==> config.mk <==
export PLATFORM = sky130hd
export DESIGN_NAME = sprite_stripe_clip_unit
export DESIGN_NICKNAME = d
export VERILOG_FILES = /design/src/rtl/sscu_pkg.sv /design/src/rtl/sscu_front.sv /design/src/rtl/sscu_queue.sv /design/src/rtl/sscu_back.sv /design/src/rtl/sprite_stripe_clip_unit.sv
export SDC_FILE = /design/constraint.sdc
export NUM_CORES = 1
export LEC_CHECK = 0
export BUFFER_PORTS_ARGS = -buffer_cell sky130_fd_sc_hd__buf_2
export CORE_AREA = 2 2 306 247
export CTS_CLUSTER_SIZE = 12
export DETAILED_ROUTE_END_ITERATION = 10
export DIE_AREA = 0 0 308 249
export PLACE_DENSITY_LB_ADDON = 0.12
export SKIP_CTS_REPAIR_TIMING = 1
export SLEW_MARGIN = 0
export SYNTH_ARGS = -nofsm -noshare
export SYNTH_HDL_FRONTEND = slang
export SYNTH_HIERARCHICAL = 1
export SYNTH_SLANG_ARGS = --single-unit
==> constraint.sdc <==
create_clock -name clock -period 22.8 [get_ports clock]
set_input_delay 0 -clock clock [delete_from_list [all_inputs] [get_ports clock]]
set_output_delay 0 -clock clock [all_outputs]
set_load 0.01 [all_outputs]
==> src/rtl/sscu_pkg.sv <==
// sscu_pkg: shared types, field widths and defaults for the sprite stripe clip unit
// no dependencies; used by every module in rtl/

package sscu_pkg;

   // field widths fixed by the transaction formats
   localparam int POS_W      = 12;
   localparam int ADDR_W     = 32;
   localparam int BAND_IDX_W = 4;
   localparam int SRC_OFF_W  = 10;
   localparam int DST_OFF_W  = 13;
   localparam int LEN_W      = 6;
   localparam int TIDX_W     = 8;

   // sprite geometry
   localparam int SPRITE_DIM   = 32;
   localparam int SPRITE_SHIFT = 5;

   // default screen and band geometry
   localparam int DEF_SCREEN_W   = 320;
   localparam int DEF_SCREEN_H   = 240;
   localparam int DEF_BAND_HEIGHT = 16;
   localparam int DEF_BAND_COUNT = 15;
   localparam int DEF_BAND_WIDTH = 320;

   // transparent index after reset
   localparam logic [TIDX_W-1:0] TRANSPARENT_RESET = 8'hFF;

   // queue between front and back end
   localparam int QUEUE_DEPTH = 4;

   // reciprocal divide by band height: operand width, shift, multiplier width
   localparam int DIV_ARG_W = 13;
   localparam int DIV_SHIFT = 19;
   localparam int RECIP_W   = 20;

   // descriptor slots of one sprite, in output order
   localparam int SLOT_COUNT = 3;
   typedef enum logic [1:0] {
      SLOT_FIRST = 2'd0,
      SLOT_MID   = 2'd1,
      SLOT_LAST  = 2'd2
   } slot_type;

   // input transaction
   typedef struct packed {
      logic signed [POS_W-1:0] pos_x;
      logic signed [POS_W-1:0] pos_y;
      logic [ADDR_W-1:0]       src_base;
      logic [ADDR_W-1:0]       palette_base;
   } req_type;

   // result transaction
   typedef struct packed {
      logic [BAND_IDX_W-1:0] stripe_index;
      logic [SRC_OFF_W-1:0]  src_offset;
      logic [DST_OFF_W-1:0]  dst_offset;
      logic [LEN_W-1:0]      draw_width;
      logic [LEN_W-1:0]      row_count;
      logic [ADDR_W-1:0]     src_addr;
      logic [ADDR_W-1:0]     palette_addr;
      logic [TIDX_W-1:0]     transparent_out;
      logic                  last;
   } rsp_type;

   // classified sprite handed from front end to back end
   typedef struct packed {
      logic [SLOT_COUNT-1:0] emit;
      logic [BAND_IDX_W-1:0] band0;
      logic [BAND_IDX_W-1:0] band1;
      logic [BAND_IDX_W-1:0] band2;
      logic [SRC_OFF_W-1:0]  src0;
      logic [SRC_OFF_W-1:0]  src1;
      logic [SRC_OFF_W-1:0]  src2;
      logic [DST_OFF_W-1:0]  dst0;
      logic [DST_OFF_W-1:0]  cx;
      logic [LEN_W-1:0]      width;
      logic [LEN_W-1:0]      rows0;
      logic [LEN_W-1:0]      rows2;
      logic [ADDR_W-1:0]     src_base;
      logic [ADDR_W-1:0]     palette_base;
   } entry_type;

endpackage

==> src/rtl/sscu_front.sv <==
// sscu_front: three-stage classify pipeline (cull, x clip, band split) with queue credits
// depends on sscu_pkg; feeds sscu_queue

module sscu_front #(
   parameter int SCREEN_W    = sscu_pkg::DEF_SCREEN_W,
   parameter int SCREEN_H    = sscu_pkg::DEF_SCREEN_H,
   parameter int BAND_HEIGHT = sscu_pkg::DEF_BAND_HEIGHT,
   parameter int BAND_COUNT  = sscu_pkg::DEF_BAND_COUNT,
   parameter int BAND_WIDTH  = sscu_pkg::DEF_BAND_WIDTH
) (
   input  logic                  clock,
   input  logic                  reset,
   input  logic                  req_push,
   output logic                  req_full,
   input  sscu_pkg::req_type     req_data,
   output logic                  q_push,
   output sscu_pkg::entry_type   q_entry,
   input  logic                  q_pop
);

   localparam int CRD_W  = sscu_pkg::POS_W + 1;
   localparam int A_W    = sscu_pkg::DIV_ARG_W;
   localparam int PROD_W = A_W + sscu_pkg::RECIP_W;
   localparam int QD_W   = A_W + sscu_pkg::LEN_W;
   localparam int BAND_W = A_W + 1;
   localparam int LEN_W  = sscu_pkg::LEN_W;
   localparam int SO_W   = sscu_pkg::SRC_OFF_W;
   localparam int DO_W   = sscu_pkg::DST_OFF_W;
   localparam int BI_W   = sscu_pkg::BAND_IDX_W;
   localparam int CX_W   = sscu_pkg::POS_W - 1;
   localparam int ADDR_W = sscu_pkg::ADDR_W;
   localparam int SH     = sscu_pkg::SPRITE_SHIFT;
   localparam int CNT_W  = $clog2(sscu_pkg::QUEUE_DEPTH + 1);

   // floor division made non-negative by a bias of whole bands
   localparam int OFF_Q = ((1 << (sscu_pkg::POS_W - 1)) + BAND_HEIGHT - 1) / BAND_HEIGHT;
   localparam int OFF_A = OFF_Q * BAND_HEIGHT;
   localparam int RECIP = (1 << sscu_pkg::DIV_SHIFT) / BAND_HEIGHT + 1;

   localparam logic signed [CRD_W-1:0]  LOW_LIM = CRD_W'(-sscu_pkg::SPRITE_DIM);
   localparam logic signed [CRD_W-1:0]  SCR_W_S = CRD_W'(SCREEN_W);
   localparam logic signed [CRD_W-1:0]  SCR_H_S = CRD_W'(SCREEN_H);
   localparam logic signed [BAND_W-1:0] ZERO_B  = '0;
   localparam logic signed [BAND_W-1:0] ONE_B   = BAND_W'(1);
   localparam logic signed [BAND_W-1:0] BCNT_S  = BAND_W'(BAND_COUNT);
   localparam logic [BAND_W-1:0]        OFF_Q_B = BAND_W'(OFF_Q);
   localparam logic [SO_W-1:0]          MID_SRC = SO_W'(BAND_HEIGHT * sscu_pkg::SPRITE_DIM);

   typedef struct packed {
      logic              keep;
      logic [A_W-1:0]    a1;
      logic [PROD_W-1:0] p1;
      logic [PROD_W-1:0] p2;
      logic [CX_W-1:0]   cx;
      logic [LEN_W-1:0]  left;
      logic [LEN_W-1:0]  width;
      logic [ADDR_W-1:0] sb;
      logic [ADDR_W-1:0] pb;
   } s1_type;

   typedef struct packed {
      logic              keep;
      logic [A_W-1:0]    a1;
      logic [A_W-1:0]    q1;
      logic [A_W-1:0]    q2;
      logic [QD_W-1:0]   qd1;
      logic [QD_W-1:0]   qd2;
      logic [CX_W-1:0]   cx;
      logic [LEN_W-1:0]  left;
      logic [LEN_W-1:0]  width;
      logic [ADDR_W-1:0] sb;
      logic [ADDR_W-1:0] pb;
   } s2_type;

   logic                accept;
   logic                drop;
   logic [CNT_W-1:0]    credit_ff, credit_in;
   logic                v1_ff, v2_ff, v3_ff;
   logic                keep3_ff, keep3_in;
   s1_type              s1_ff, s1_in;
   s2_type              s2_ff, s2_in;
   sscu_pkg::entry_type e3_ff, e3_in;

   logic signed [CRD_W-1:0]  px, py, xend;
   logic [LEN_W-1:0]         wfull;
   logic [A_W-1:0]           a2;
   logic [LEN_W-1:0]         rowoff, rowoff2, rows0;
   logic signed [BAND_W-1:0] first, mid, last;
   logic                     has_mid;
   logic [SO_W-1:0]          src0, src1;

   assign accept = req_push && !req_full;
   assign req_full = (credit_ff == CNT_W'(sscu_pkg::QUEUE_DEPTH));

   // stage 1: cull test, x clip, reciprocal products for the band split
   always_comb begin
      px = {req_data.pos_x[sscu_pkg::POS_W-1], req_data.pos_x};
      py = {req_data.pos_y[sscu_pkg::POS_W-1], req_data.pos_y};
      s1_in.keep = (px > LOW_LIM) && (px < SCR_W_S) && (py > LOW_LIM) && (py < SCR_H_S);
      s1_in.a1 = A_W'(py) + A_W'(OFF_A);
      s1_in.p1 = PROD_W'(s1_in.a1) * PROD_W'(RECIP);
      s1_in.p2 = PROD_W'(s1_in.a1 + A_W'(sscu_pkg::SPRITE_DIM - 1)) * PROD_W'(RECIP);
      s1_in.left = px[CRD_W-1] ? LEN_W'(-px) : '0;
      s1_in.cx = px[CRD_W-1] ? '0 : px[CX_W-1:0];
      wfull = LEN_W'(sscu_pkg::SPRITE_DIM) - s1_in.left;
      xend = px + $signed({{(CRD_W-LEN_W){1'b0}}, wfull});
      s1_in.width = (xend > SCR_W_S) ? LEN_W'(SCR_W_S - px) : wfull;
      s1_in.sb = req_data.src_base;
      s1_in.pb = req_data.palette_base;
   end

   // stage 2: band quotients and their band start rows
   always_comb begin
      s2_in.keep = s1_ff.keep;
      s2_in.a1 = s1_ff.a1;
      s2_in.q1 = s1_ff.p1[sscu_pkg::DIV_SHIFT +: A_W];
      s2_in.q2 = s1_ff.p2[sscu_pkg::DIV_SHIFT +: A_W];
      s2_in.qd1 = QD_W'(s2_in.q1) * QD_W'(BAND_HEIGHT);
      s2_in.qd2 = QD_W'(s2_in.q2) * QD_W'(BAND_HEIGHT);
      s2_in.cx = s1_ff.cx;
      s2_in.left = s1_ff.left;
      s2_in.width = s1_ff.width;
      s2_in.sb = s1_ff.sb;
      s2_in.pb = s1_ff.pb;
   end

   // stage 3: row offsets, band range checks, source offsets, first dst offset
   always_comb begin
      a2 = s2_ff.a1 + A_W'(sscu_pkg::SPRITE_DIM - 1);
      rowoff = LEN_W'(QD_W'(s2_ff.a1) - s2_ff.qd1);
      rowoff2 = LEN_W'(QD_W'(a2) - s2_ff.qd2);
      first = $signed({1'b0, s2_ff.q1}) - $signed(OFF_Q_B);
      last = $signed({1'b0, s2_ff.q2}) - $signed(OFF_Q_B);
      mid = first + ONE_B;
      has_mid = last > mid;
      rows0 = LEN_W'(BAND_HEIGHT) - rowoff;
      src0 = SO_W'(s2_ff.left);
      src1 = src0 + SO_W'({rows0, {SH{1'b0}}});

      keep3_in = s2_ff.keep;
      e3_in.emit[sscu_pkg::SLOT_FIRST] = (first >= ZERO_B) && (first < BCNT_S);
      e3_in.emit[sscu_pkg::SLOT_MID] = has_mid && (mid >= ZERO_B) && (mid < BCNT_S);
      e3_in.emit[sscu_pkg::SLOT_LAST] = (last > first) && (last >= ZERO_B) && (last < BCNT_S);
      e3_in.band0 = first[BI_W-1:0];
      e3_in.band1 = mid[BI_W-1:0];
      e3_in.band2 = last[BI_W-1:0];
      e3_in.src0 = src0;
      e3_in.src1 = src1;
      e3_in.src2 = src1 + (has_mid ? MID_SRC : '0);
      e3_in.dst0 = DO_W'(rowoff) * DO_W'(BAND_WIDTH);
      e3_in.cx = DO_W'(s2_ff.cx);
      e3_in.width = s2_ff.width;
      e3_in.rows0 = rows0;
      e3_in.rows2 = rowoff2 + LEN_W'(1);
      e3_in.src_base = s2_ff.sb;
      e3_in.palette_base = s2_ff.pb;
   end

   // hand over sprites with something to draw, drop the rest
   assign q_push = v3_ff && keep3_ff && (e3_ff.emit != '0);
   assign drop = v3_ff && !q_push;
   assign q_entry = e3_ff;

   // one credit per sprite in the pipeline or the queue
   assign credit_in = credit_ff + CNT_W'(accept) - CNT_W'(q_pop) - CNT_W'(drop);

   // pipeline valids and credit count
   always_ff @(posedge clock) begin
      if (reset) begin
         v1_ff <= 1'b0;
         v2_ff <= 1'b0;
         v3_ff <= 1'b0;
         credit_ff <= '0;
      end else begin
         v1_ff <= accept;
         v2_ff <= v1_ff;
         v3_ff <= v2_ff;
         credit_ff <= credit_in;
      end
   end

   // stage data
   always_ff @(posedge clock) begin
      s1_ff <= s1_in;
      s2_ff <= s2_in;
      e3_ff <= e3_in;
      keep3_ff <= keep3_in;
   end

endmodule

==> src/rtl/sscu_queue.sv <==
// sscu_queue: small register queue of classified sprites between front and back end
// depends on sscu_pkg

module sscu_queue (
   input  logic                clock,
   input  logic                reset,
   input  logic                push,
   input  sscu_pkg::entry_type push_entry,
   input  logic                pop,
   output sscu_pkg::entry_type head,
   output logic                empty,
   output logic                full
);

   localparam int DEPTH = sscu_pkg::QUEUE_DEPTH;
   localparam int PTR_W = $clog2(DEPTH);
   localparam int CNT_W = $clog2(DEPTH + 1);

   sscu_pkg::entry_type mem_ff [DEPTH];
   logic [PTR_W-1:0]    wr_ptr_ff, wr_ptr_in;
   logic [PTR_W-1:0]    rd_ptr_ff, rd_ptr_in;
   logic [CNT_W-1:0]    count_ff, count_in;

   assign empty = (count_ff == '0);
   assign full = (count_ff == CNT_W'(DEPTH));
   assign head = mem_ff[rd_ptr_ff];

   // pointer and fill updates
   always_comb begin
      wr_ptr_in = wr_ptr_ff;
      rd_ptr_in = rd_ptr_ff;
      if (push) begin
         wr_ptr_in = (wr_ptr_ff == PTR_W'(DEPTH - 1)) ? '0 : wr_ptr_ff + PTR_W'(1);
      end
      if (pop) begin
         rd_ptr_in = (rd_ptr_ff == PTR_W'(DEPTH - 1)) ? '0 : rd_ptr_ff + PTR_W'(1);
      end
      count_in = count_ff + CNT_W'(push) - CNT_W'(pop);
   end

   always_ff @(posedge clock) begin
      if (reset) begin
         wr_ptr_ff <= '0;
         rd_ptr_ff <= '0;
         count_ff <= '0;
      end else begin
         wr_ptr_ff <= wr_ptr_in;
         rd_ptr_ff <= rd_ptr_in;
         count_ff <= count_in;
      end
   end

   // entry storage
   always_ff @(posedge clock) begin
      if (push) begin
         mem_ff[wr_ptr_ff] <= push_entry;
      end
   end

endmodule

==> src/rtl/sscu_back.sv <==
// sscu_back: walks the head sprite's slots, one per cycle unless stalled, into the result register
// depends on sscu_pkg; reads the head of sscu_queue

module sscu_back #(
   parameter int BAND_HEIGHT = sscu_pkg::DEF_BAND_HEIGHT
) (
   input  logic                          clock,
   input  logic                          reset,
   input  sscu_pkg::entry_type           head,
   input  logic                          q_empty,
   output logic                          q_pop,
   input  logic [sscu_pkg::TIDX_W-1:0]   transparent,
   output logic                          rsp_empty,
   input  logic                          rsp_pop,
   output sscu_pkg::rsp_type             rsp_data
);

   localparam int NS    = sscu_pkg::SLOT_COUNT;
   localparam int LEN_W = sscu_pkg::LEN_W;

   sscu_pkg::rsp_type  rsp_ff, rsp_in;
   logic               rsp_valid_ff, rsp_valid_in;
   logic [NS-1:0]      done_ff, done_in;
   logic [NS-1:0]      rem;
   logic [NS-1:0]      sel_mask;
   sscu_pkg::slot_type slot;
   logic               load;
   logic               is_last;

   // lowest slot of the head sprite not yet sent
   always_comb begin
      rem = head.emit & ~done_ff;
      if (rem[sscu_pkg::SLOT_FIRST]) begin
         slot = sscu_pkg::SLOT_FIRST;
      end else if (rem[sscu_pkg::SLOT_MID]) begin
         slot = sscu_pkg::SLOT_MID;
      end else begin
         slot = sscu_pkg::SLOT_LAST;
      end
      sel_mask = '0;
      sel_mask[slot] = 1'b1;
      is_last = ((rem & ~sel_mask) == '0);
   end

   assign load = !q_empty && (!rsp_valid_ff || rsp_pop);
   assign q_pop = load && is_last;

   // descriptor for the chosen slot
   always_comb begin
      rsp_in.src_addr = head.src_base;
      rsp_in.palette_addr = head.palette_base;
      rsp_in.transparent_out = transparent;
      rsp_in.draw_width = head.width;
      rsp_in.last = is_last;
      rsp_in.dst_offset = head.cx;
      case (slot)
         sscu_pkg::SLOT_FIRST: begin
            rsp_in.stripe_index = head.band0;
            rsp_in.src_offset = head.src0;
            rsp_in.dst_offset = head.dst0 + head.cx;
            rsp_in.row_count = head.rows0;
         end
         sscu_pkg::SLOT_MID: begin
            rsp_in.stripe_index = head.band1;
            rsp_in.src_offset = head.src1;
            rsp_in.row_count = LEN_W'(BAND_HEIGHT);
         end
         sscu_pkg::SLOT_LAST: begin
            rsp_in.stripe_index = head.band2;
            rsp_in.src_offset = head.src2;
            rsp_in.row_count = head.rows2;
         end
         default: begin
            rsp_in.stripe_index = '0;
            rsp_in.src_offset = '0;
            rsp_in.row_count = '0;
         end
      endcase
   end

   // slot progress and result register valid
   always_comb begin
      done_in = done_ff;
      rsp_valid_in = rsp_valid_ff && !rsp_pop;
      if (load) begin
         done_in = is_last ? '0 : (done_ff | sel_mask);
         rsp_valid_in = 1'b1;
      end
   end

   always_ff @(posedge clock) begin
      if (reset) begin
         done_ff <= '0;
         rsp_valid_ff <= 1'b0;
      end else begin
         done_ff <= done_in;
         rsp_valid_ff <= rsp_valid_in;
      end
   end

   always_ff @(posedge clock) begin
      if (load) begin
         rsp_ff <= rsp_in;
      end
   end

   assign rsp_empty = !rsp_valid_ff;
   assign rsp_data = rsp_ff;

endmodule

==> src/rtl/sprite_stripe_clip_unit.sv <==
// sprite_stripe_clip_unit: top level tying front end, queue, back end and the transparent register
// depends on sscu_pkg, sscu_front, sscu_queue, sscu_back

// Takes one 32x32 sprite per transaction and returns zero to three stripe blit descriptors
// (first band, next band, last band) in that order, the final one flagged with last. At most
// four sprites sit in the front end and the four-entry queue together. A sprite's credit
// comes back when its last descriptor is loaded for output, or when it is dropped with
// nothing to draw. So with the result side ready, new sprites are taken while earlier
// ones are still in flight, until all four credits are in use. A three-stage front end
// culls each sprite, clips it in x and splits it into bands, and the queue hands it to the
// back end. The back end sends one descriptor per cycle while the result side is ready,
// so a sprite holds it until all of its descriptors (at most three) are loaded, and culled
// or fully out-of-range sprites cost it none. The transparent index is read when each
// descriptor is formed and should be written only while the unit is idle.

module sprite_stripe_clip_unit #(
   parameter int SCREEN_W    = sscu_pkg::DEF_SCREEN_W,
   parameter int SCREEN_H    = sscu_pkg::DEF_SCREEN_H,
   parameter int BAND_HEIGHT = sscu_pkg::DEF_BAND_HEIGHT,
   parameter int BAND_COUNT  = sscu_pkg::DEF_BAND_COUNT,
   parameter int BAND_WIDTH  = sscu_pkg::DEF_BAND_WIDTH
) (
   input  logic                        clock,
   input  logic                        reset,
   input  logic                        req_push,
   output logic                        req_full,
   input  sscu_pkg::req_type           req_data,
   output logic                        rsp_empty,
   input  logic                        rsp_pop,
   output sscu_pkg::rsp_type           rsp_data,
   input  logic                        csr_wr_en,
   input  logic [sscu_pkg::TIDX_W-1:0] csr_wr_data
);

   logic [sscu_pkg::TIDX_W-1:0] transparent_ff, transparent_in;
   logic                        q_push;
   logic                        q_pop;
   logic                        q_empty;
   logic                        q_full;
   sscu_pkg::entry_type         q_entry;
   sscu_pkg::entry_type         q_head;

   // transparent index register
   assign transparent_in = csr_wr_en ? csr_wr_data : transparent_ff;

   always_ff @(posedge clock) begin
      if (reset) begin
         transparent_ff <= sscu_pkg::TRANSPARENT_RESET;
      end else begin
         transparent_ff <= transparent_in;
      end
   end

   // classify pipeline
   sscu_front #(
      .SCREEN_W    (SCREEN_W),
      .SCREEN_H    (SCREEN_H),
      .BAND_HEIGHT (BAND_HEIGHT),
      .BAND_COUNT  (BAND_COUNT),
      .BAND_WIDTH  (BAND_WIDTH)
   ) u_front (
      .clock    (clock),
      .reset    (reset),
      .req_push (req_push),
      .req_full (req_full),
      .req_data (req_data),
      .q_push   (q_push),
      .q_entry  (q_entry),
      .q_pop    (q_pop)
   );

   // decoupling queue
   sscu_queue u_queue (
      .clock      (clock),
      .reset      (reset),
      .push       (q_push),
      .push_entry (q_entry),
      .pop        (q_pop),
      .head       (q_head),
      .empty      (q_empty),
      .full       (q_full)
   );

   // descriptor emitter
   sscu_back #(
      .BAND_HEIGHT (BAND_HEIGHT)
   ) u_back (
      .clock       (clock),
      .reset       (reset),
      .head        (q_head),
      .q_empty     (q_empty),
      .q_pop       (q_pop),
      .transparent (transparent_ff),
      .rsp_empty   (rsp_empty),
      .rsp_pop     (rsp_pop),
      .rsp_data    (rsp_data)
   );

`ifndef ASSERT_OFF
   // credits must keep the queue from overflowing
   a_no_overflow: assert property (@(posedge clock) disable iff (reset)
      !(q_push && q_full && !q_pop))
      else $error("queue push while full");

   // every queued sprite has at least one descriptor to send
   a_head_emits: assert property (@(posedge clock) disable iff (reset)
      !q_empty |-> (q_head.emit != '0))
      else $error("queued sprite with no descriptor");

   // a sprite's descriptors follow each other without a gap
   a_no_gap: assert property (@(posedge clock) disable iff (reset)
      (!rsp_empty && rsp_pop && !rsp_data.last) |=> !rsp_empty)
      else $error("gap inside a sprite's descriptors");

   // the back end never pops an empty queue
   a_pop_valid: assert property (@(posedge clock) disable iff (reset)
      q_pop |-> !q_empty)
      else $error("queue pop while empty");
`endif

endmodule

==> results of run 1 <==
-- power by group --
part | leakage (nW) | internal, mW | total [mW] | switching, mW
logic | 4.05 | 0.273 | 0.636 | 0.363
clock network | 1.51 | 0.903 | 1.58 | 0.681
registers | 9.69 | 2.30 | 2.37 | 0.0690
-- routing by layer --
| layer | wire length [um] | part of all wire [%] | track usage [%] | up-vias |
|---|---|---|---|---|
| met5 | 0 | 0 | 0 | - |
| met4 | 1430 | 2.1 | 4.64 | 0 |
| met3 | 2390 | 3.6 | 3.22 | 107 |
| met2 | 32900 | 50 | 28.6 | 303 |
| met1 | 29700 | 45 | 23.4 | 8691 |
| li1 | - | - | - | 7842 |
-- worst max path at each step --
stage	start	endpoint	slack (ns)
2_1_floorplan	u_queue/count_ff[1]	u_front/credit_ff[2]	15.10
3_3_place_gp	register	u_front/credit_ff[2]	17.45
5_1_grt	register	u_front/credit_ff[2]	17.02
6_report	register	u_front/credit_ff[2]	17.56
4_1_cts	register	u_front/credit_ff[2]	17.39
3_5_place_dp	register	u_front/credit_ff[2]	17.39
-- layout by cell type (no fill, tap or decap), types with 4 or more instances in the layout --
master and instances:
a211o_1 4, a211o_2 6, a21o_1 8, a21oi_1 29, a22o_1 5, and2_1 7
and2_4 4, buf_2 214, buf_4 18, clkbuf_1 74, clkbuf_16 108, clkbuf_8 6
clkinv_2 6, conb_1 13, dfxtp_1 367, dlygate4sd3_1 161, edfxtp_1 724, fa_1 5
ha_1 63, inv_1 42, mux2i_1 16, mux4_2 153, nand2_1 53, nand2b_1 7
nand3_1 14, nand4_1 9, nor2_1 28, nor2b_1 30, nor3_1 13, nor3b_1 4
nor4_1 4, o21ai_0 30, o21bai_1 5, or3_1 6, xnor2_1 25, xor2_1 15
-- stage by stage --
step                cell area, um2  power (mW)  worst slack, ns  util [%]  cells
global placement             38500        3.03            17.45      52.4   2934
floorplan                    36600        2.82            15.10         -   1827
detailed placement           38500        3.04            17.39      52.4   2934
global route                 43300        4.79            17.02      58.9   3293
CTS                          41700        4.63            17.39      56.7   3132
finish                       43300        4.59            17.56      58.9   3294
-- sequential cells by signal, indices dropped and copies added, names as in the netlist, 2 cells and up, named ones only --
name / count
transparent_ff: 8
u_back/done_ff: 3
u_back/rsp_data: 112
u_front/credit_ff: 3
u_front/e3_in: 87
u_front/q_entry: 123
u_front/s1_ff: 109
u_front/s2_ff: 21
u_queue/count_ff: 3
u_queue/mem_ff: 612
u_queue/rd_ptr_ff: 2
u_queue/wr_ptr_ff: 2
-- layout make-up --
class / instances / share of cell area, %
antenna: 1 / 0.00578
timing repair buffer: 394 / 6.56
clock buffer: 188 / 7.08
clock inverter: 10 / 0.162
multi-input combinational: 611 / 15.8
inverter: 42 / 0.364
tap: 955 / 2.76
sequential: 1093 / 67.3
-- worst reg2reg max path: stages (launching register included) --
cell     delay [ns]
dfxtp_4        0.73
buf_12         0.66
mux4_2         0.69
nor2b_4        0.14
buf_4          0.29
nor2_1         0.63
nor3b_1        0.14
and3b_1        0.44
inv_1          0.11
fa_1           0.43
inv_1          0.06
ha_1           0.22
inv_1          0.06
ha_1           0.15
xor2_1         0.17
xnor2_1        0.14
nor2_1         0.05
==> results.sh, run 1 <==
export IMPL_drt_iter0_drc=1148
export IMPL_path_buf_inv=5
export IMPL_max_slew_margin_pct=27.3
export IMPL_regToRegEndpoint="u_front/credit_ff[2]"
export IMPL_place_hpwl_mm=37.3
export IMPL_cp_slowest_cell="dfxtp_4"
export IMPL_yosysWarnings=6
export IMPL_syn_to_final_growth_pct=18.4
export IMPL_portBuffers=214
export IMPL_clkLatencyLatePin_ns=0.64
export IMPL_fp_coreArea_um2=73500
export IMPL_cp_end_kind="register"
export IMPL_wl_mm=66.4
export IMPL_hold_slack_ns=0.00571
export IMPL_drive_gt1_share_pct=23.1
export IMPL_grt_pass1_wl_mm=100
export IMPL_worstMarginPinSlew_ns=1.09
export IMPL_drcViolationCount=0
export IMPL_path_cells="buf_12, mux4_2, nor2b_4, buf_4, nor2_1, nor3b_1, and3b_1, inv_1, fa_1, inv_1, ha_1, inv_1, ha_1, xor2_1, xnor2_1, nor2_1"
export IMPL_worstPathArrival_ns=5.75
export IMPL_drv_slew=0
export IMPL_firstDrtPassIters=5
export IMPL_grt_max_degree=90
export IMPL_fin_crit_ns=5.24
export IMPL_power_density_nw_per_um2=106
export IMPL_track_usage_pct=17.2
export IMPL_peakVddDrop_uv=73.7
export IMPL_place_congestion=0.813
export IMPL_antenna_found_initial=1
export IMPL_drv_cap=0
export IMPL_hold_path_depth=2
export IMPL_cts_buffers=105
export IMPL_cts_max_path_buffers=3
export IMPL_critical_path_max_fanout=89
export IMPL_die_x_um=308
export IMPL_timing_fmax_ghz=0.191
export IMPL_avgSynthCellArea_um2=20.1
export IMPL_clock_sinks=1093
export IMPL_crit_path_start_kind="register"
export IMPL_syn_area_um2=36600
export IMPL_die_h_um=249
export IMPL_io_pins=215
export IMPL_holdCritPathClass="in2reg"
export IMPL_status="finished, final reports clean"
export IMPL_clk_pin_slew_ns=0.06
export IMPL_fp_row_count=89
export IMPL_multi_input_area_um2=6830
export IMPL_cts_tree="done"
export IMPL_postSynthCellCount=1815
export IMPL_initial_core_util_pct=49.7
export IMPL_finalSetupViolCount=0
export IMPL_viasPerCell=5.14
export IMPL_clock_skew_ns=0.0169
export IMPL_fin_tns_setup_ns=0
export IMPL_cpMostUsedCell="inv_1"
export IMPL_nFillCells=5474
export IMPL_grt_pass1_vias=17200
export IMPL_worst_hold_path_endpoint="u_front/s1_ff[16]"
export IMPL_regArea_um2=29100
export IMPL_critPathKind="reg2reg"
export IMPL_hold_path_startpoint="req_data[16]"
export IMPL_dieArea_um2=76700
export IMPL_grt_setup_unrepaired="false"
export IMPL_critPathRequiredTime_ns=23.31
export IMPL_reg2regPathDepth=16
export IMPL_routed_via_count=16900
export IMPL_p_leak_nw=15.2
export IMPL_crit_family="simple AND/OR/NAND/NOR gates"
export IMPL_min_period_over_period_pct=23.0
export IMPL_overflow=0
export IMPL_final_nets=2416
export IMPL_rrSetupSlack_ns=17.56
export IMPL_cts_max_level=3
export IMPL_finalHoldViolations=0
export IMPL_wire_per_inst_um=20.2
export IMPL_max_stage_delay_ns=0.73
export IMPL_crit_cells=16
export IMPL_clock_tree_root_cell="clkbuf_16"
export IMPL_final_antenna_net_count=0
Power figures use the tool's default switching activity.
==> run 2, diff against run 1 <==
==> constraint.sdc (replaced) <==
create_clock -name clock -period 5.4 [get_ports clock]
set_input_delay 0 -clock clock [delete_from_list [all_inputs] [get_ports clock]]
set_output_delay 0 -clock clock [all_outputs]
set_load 0.01 [all_outputs]
==> run 2 against run 1 <==
Effect of this change: global-route usage decreased by 0.36 points; fmax rose by 23%; register-to-register slack worse by 16 ns; sequential power increased to 4.2 times the previous value; critical path type unchanged.
==> results.sh, run 2 (synthesis gave the netlist of run 1 again) <==
export IMPL_status="finished, final reports clean"
export IMPL_fp_row_count=89
export IMPL_cts_buffers=106
export IMPL_peakVddDrop_uv=515
export IMPL_busiest_layer="met2"
export IMPL_place_hpwl_mm=36.6
export IMPL_wire_per_inst_um=19.9
export IMPL_initial_core_util_pct=49.7
export IMPL_routed_via_count=16900
export IMPL_place_ws_ns=1.05
export IMPL_grt_pass1_wl_mm=97.6
export IMPL_use_met3_pct=3.19
export IMPL_max_stage_delay_ns=0.71
export IMPL_grt_setup_unrepaired="false"
export IMPL_final_nets=2419
export IMPL_fp_coreArea_um2=73500
export IMPL_largest_register_ffs=612
export IMPL_clkLatencyLatePin_ns=0.66
export IMPL_fin_crit_ns=4.27
export IMPL_crit_path_start_kind="register"
export IMPL_p_leak_nw=15.3
export IMPL_worstMarginPinSlew_ns=1.05
export IMPL_nFillCells=5380
export IMPL_final_antenna_net_count=0
export IMPL_placed_cells=2933
export IMPL_die_h_um=249
export IMPL_cts_max_path_buffers=3
export IMPL_drv_cap=0
export IMPL_worstPathArrival_ns=4.78
export IMPL_syn_to_final_growth_pct=18.8
export IMPL_critical_path_max_fanout=42
export IMPL_fin_tns_setup_ns=0
export IMPL_min_period_over_period_pct=79.0
export IMPL_viasPerCell=5.14
export IMPL_critPathRequiredTime_ns=5.91
export IMPL_critPathKind="reg2reg"
export IMPL_clock_skew_ns=0.0185
export IMPL_grt_pass1_vias=16800
export IMPL_cts_tree="done"
export IMPL_final_cell_mix="edfxtp_1 (724), dfxtp_1 (367), buf_2 (214), dlygate4sd3_1 (164), mux4_2 (153)"
export IMPL_crit_family="simple AND/OR/NAND/NOR gates"
export IMPL_portBuffers=214
export IMPL_path_buf_inv=4
export IMPL_timing_fmax_ghz=0.234
export IMPL_drcViolationCount=0
export IMPL_clock_tree_root_cell="clkbuf_16"
export IMPL_firstDrtPassIters=5
export IMPL_antenna_found_initial=3
export IMPL_path_cells="mux4_2, nor2b_4, buf_4, nor2_1, nor3b_1, and3b_1, inv_1, fa_1, inv_1, ha_1, inv_1, ha_1, xor2_1, xnor2_1, nor2_1"
export IMPL_die_x_um=308
export IMPL_holdCritPathClass="in2reg"
export IMPL_overflow=0
export IMPL_cpMostUsedCell="inv_1"
export IMPL_max_slew_margin_pct=29.9
export IMPL_place_congestion=0.768
export IMPL_finalHoldViolations=0
export IMPL_grt_use_met2_pct=27.5
export IMPL_final_common_cell="edfxtp_1"
export IMPL_cts_max_level=3
export IMPL_largest_register="u_queue/mem_ff"
export IMPL_finalNonFillerCells=3298
export IMPL_cp_end_kind="register"
export IMPL_track_usage_pct=16.8
export IMPL_clk_pin_slew_ns=0.06
export IMPL_io_pins=215
export IMPL_grt_max_degree=116
export IMPL_dieArea_um2=76700
export IMPL_drt_iter0_drc=1289
export IMPL_finalSetupViolCount=0
export IMPL_wl_mm=65.7
export IMPL_drive_gt1_share_pct=23.3
export IMPL_cp_slowest_cell="dfxtp_4"
export IMPL_fin_ws_ns=1.13
export IMPL_clock_sinks=1093
export IMPL_gr_usage_met1_pct=23.2
export IMPL_drv_slew=0
export IMPL_n_antenna_cell=0
export IMPL_power_density_nw_per_um2=448
## run 2: cell count changes in the layout (fill, tap and decap cells not counted), sizes merged
cell,change
buf,-1
bufinv,+1
clkbuf,-2
clkinv,+2
diode,-1
dlygate4sd3,+3
inv,+2
## run 2: final cells by class
type	instances	area (um2)	area share, %
well taps	955	1190	2.75
clock buffers	186	3060	7.04
flip-flops and latches	1093	29100	67.1
repair buffers	396	2940	6.76
inverters	42	158	0.363
multi-input cells	611	6830	15.7
clock inverters	15	139	0.320
## run 2: per-stage QoR
step / area (um2) / utilization (%) / hold slack, ns / total power, mW
after floorplan: 36600 / - / 0.0277 / 11.8
after global placement: 38600 / 52.5 / 0.102 / 12.8
after detailed placement: 38600 / 52.5 / 0.104 / 12.8
after CTS: 41800 / 56.9 / -0.599 / 19.6
after global routing: 43400 / 59.1 / -0.00590 / 20.3
final: 43400 / 59.1 / 0.00781 / 19.5
## run 2: metal layers
layer  vias to the layer above  wire length (um)
met5                         -                 0
met1                      8607             29000
met4                         0              1510
met2                       356             32500
li1                       7871                 -
met3                       108              2670
## run 2: final timing paths
path                                             end  slack, ns         startpoint  cells past startpoint
worst max-delay path            u_front/credit_ff[2]       1.13           register                     15
worst min register to register    u_front/e3_in[131]       0.32  u_front/s1_ff[73]                      0
worst max register to register  u_front/credit_ff[2]       1.13           register                     15
worst min-delay path               u_front/s1_ff[43]      0.008       req_data[43]                      2
## run 2: where the power goes
part / switching, mW / leakage, nW / internal [mW]
logic: 1.51 / 4.08 / 1.16
clock network: 2.91 / 1.54 / 3.88
registers: 0.302 / 9.69 / 9.70
total: 4.72 / 15.3 / 14.7
==> run 3, diff against run 2 <==
==> constraint.sdc (replaced) <==
create_clock -name clock -period 4.4 [get_ports clock]
set_input_delay 0 -clock clock [delete_from_list [all_inputs] [get_ports clock]]
set_output_delay 0 -clock clock [all_outputs]
set_load 0.01 [all_outputs]
==> run 3 against run 2 <==
Effect of this change: die area unchanged; setup slack got worse by 0.70 ns; core utilization increased by 0.30 points; sequential share of layout area decreased by 0.34 points; final area increased by 0.52%; critical endpoint is now u_front/s1_ff[64]; largest power group unchanged.
==> results.sh, run 3 (synthesis gave the netlist of run 1 again) <==
export IMPL_clk_pin_slew_ns=0.06
export IMPL_clock_tree_root_cell="clkbuf_16"
export IMPL_max_slew_margin_pct=24.8
export IMPL_clkPwrFrac_pct=35.1
export IMPL_power_density_nw_per_um2=549
export IMPL_place_congestion=0.853
export IMPL_wl_mm=67.2
export IMPL_fp_coreArea_um2=73500
export IMPL_post_dp_cell_area_um2=38700
export IMPL_fin_tns_setup_ns=0
export IMPL_fp_row_count=89
export IMPL_critPathKind="in2reg"
export IMPL_overflow=0
export IMPL_clock_sinks=1093
export IMPL_viasPerCell=5.13
export IMPL_path_cells="dlygate4sd3_1, buf_2, inv_1, ha_1, xnor2_1, or3_1, o21a_1, nor3_1, ha_1, a21oi_1, o21ai_2, xnor2_1, or4b_4, a211oi_4, a21oi_1, dlygate4sd3_1"
export IMPL_drive_gt1_share_pct=23.3
export IMPL_wl_met1_mm=29.7
export IMPL_max_stage_delay_ns=0.58
export IMPL_cp_end_kind="register"
export IMPL_power_mw=24.0
export IMPL_final_common_cell="edfxtp_1"
export IMPL_power_frac_seq_pct=51.1
export IMPL_grt_pass1_wl_mm=101
export IMPL_p_switching_mw=5.82
export IMPL_track_usage_pct=17.3
export IMPL_grt_setup_unrepaired="false"
export IMPL_antenna_found_initial=1
export IMPL_critical_path_max_fanout=6
export IMPL_final_cell_mix="edfxtp_1 (724), dfxtp_1 (367), buf_2 (214), dlygate4sd3_1 (177), mux4_2 (153)"
export IMPL_wl_met3_mm=3.00
export IMPL_status="finished, final reports clean"
export IMPL_p_int_mw=18.2
export IMPL_grt_pass1_vias=17100
export IMPL_firstDrtPassIters=5
export IMPL_final_antenna_net_count=0
export IMPL_die_h_um=249
export IMPL_dieArea_um2=76700
export IMPL_finalSetupViolCount=0
export IMPL_holdCritPathClass="in2reg"
export IMPL_wl_met2_mm=32.9
export IMPL_design_area_um2=43700
export IMPL_timing_fmax_ghz=0.252
export IMPL_drv_cap=0
export IMPL_crit_path_start_kind="primary input"
export IMPL_die_x_um=308
export IMPL_largest_register_ffs=612
export IMPL_p_sw_share_pct=24.2
export IMPL_cts_max_level=3
export IMPL_grt_max_degree=84
export IMPL_dr_max_layer_used="met4"
export IMPL_initial_core_util_pct=49.7
export IMPL_place_hpwl_mm=38.8
export IMPL_drcViolationCount=0
export IMPL_fin_crit_ns=3.96
export IMPL_cts_max_path_buffers=3
export IMPL_final_util_pct=59.4
export IMPL_nFillCells=5322
export IMPL_clkLatencyLatePin_ns=0.66
export IMPL_routed_via_count=17000
export IMPL_wire_per_inst_um=20.3
export IMPL_largest_register="u_queue/mem_ff"
export IMPL_drv_slew=0
export IMPL_peakVddDrop_uv=333
export IMPL_finalHoldViolations=0
export IMPL_clock_skew_ns=0.0234
export IMPL_worstPathArrival_ns=4.50
export IMPL_final_nets=2440
export IMPL_cts_buffers=106
export IMPL_io_pins=215
export IMPL_portBuffers=214
export IMPL_comb_power_share_pct=13.8
export IMPL_drt_iter0_drc=1145
export IMPL_syn_to_final_growth_pct=19.5
export IMPL_cts_tree="done"
export IMPL_p_leak_nw=15.4
export IMPL_critPathRequiredTime_ns=4.94
export IMPL_worstMarginPinSlew_ns=1.13
export IMPL_min_period_over_period_pct=90.1
export IMPL_cp_slowest_cell="dlygate4sd3_1"
-- run 3: cell type report --
class                           instances  area [um2]  area share, %
Timing Repair Buffer                  417        3130           7.16
Clock inverter                         12         151          0.347
Antenna cell                            1        2.50        0.00573
Inverter                               42         158          0.361
Sequential cell                      1093       29100           66.7
Multi-Input combinational cell        611        6830           15.6
Clock buffer                          184        3080           7.05
Tap cell                              955        1190           2.74
-- run 3: per-stage QoR --
| stage | instances | hold WS, ns | setup slack (ns) |
|---|---|---|---|
| after detailed placement | 2941 | 0.104 | 0.727 |
| after global routing | 3315 | -0.0126 | 0.234 |
| after CTS | 3137 | -0.613 | 0.723 |
| after floorplan | 1827 | 0.0277 | 0.391 |
| after global placement | 2941 | 0.102 | 0.754 |
| final | 3315 | 0.0128 | 0.437 |
-- run 3: critical path: cells and delay by family --
family,cells,cell delay (ns)
buffers and inverters,4,1.35
and+or+nand+nor,3,1.15
AOI/OAI and AO/OA,5,1.10
adders and majority gates,2,0.58
xor gates and xnor gates,2,0.32
-- run 3: path summary, 6_finish.rpt --
kind                            slack, ns         startpoint  cells past startpoint                   to
worst max-delay path                 0.44       req_data[76]                     16    u_front/s1_ff[64]
worst min register to register       0.31  u_front/e3_in[80]                      0  u_front/q_entry[80]
worst min-delay path                 0.01       req_data[44]                      2    u_front/s1_ff[44]
worst max register to register       0.80           register                      8  u_back/rsp_data[97]
-- run 3: routing by layer --
metal / vias to the layer above / track usage, %
met1: 8648 / 23.9
li1: 7913 / -
met3: 115 / 3.70
met4: 0 / 5.00
met5: - / 0
met2: 341 / 28.1
-- run 3: power by group through the flow --
stage | clock (mW) | combinational (mW) | sequential (mW)
after floorplan | 0 | 1.95 | 12.6
final | 8.41 | 3.32 | 12.3
after global placement | 0 | 3.23 | 12.5
after detailed placement | 0 | 3.26 | 12.5
after CTS | 8.65 | 3.27 | 12.3
after global routing | 9.07 | 3.64 | 12.3
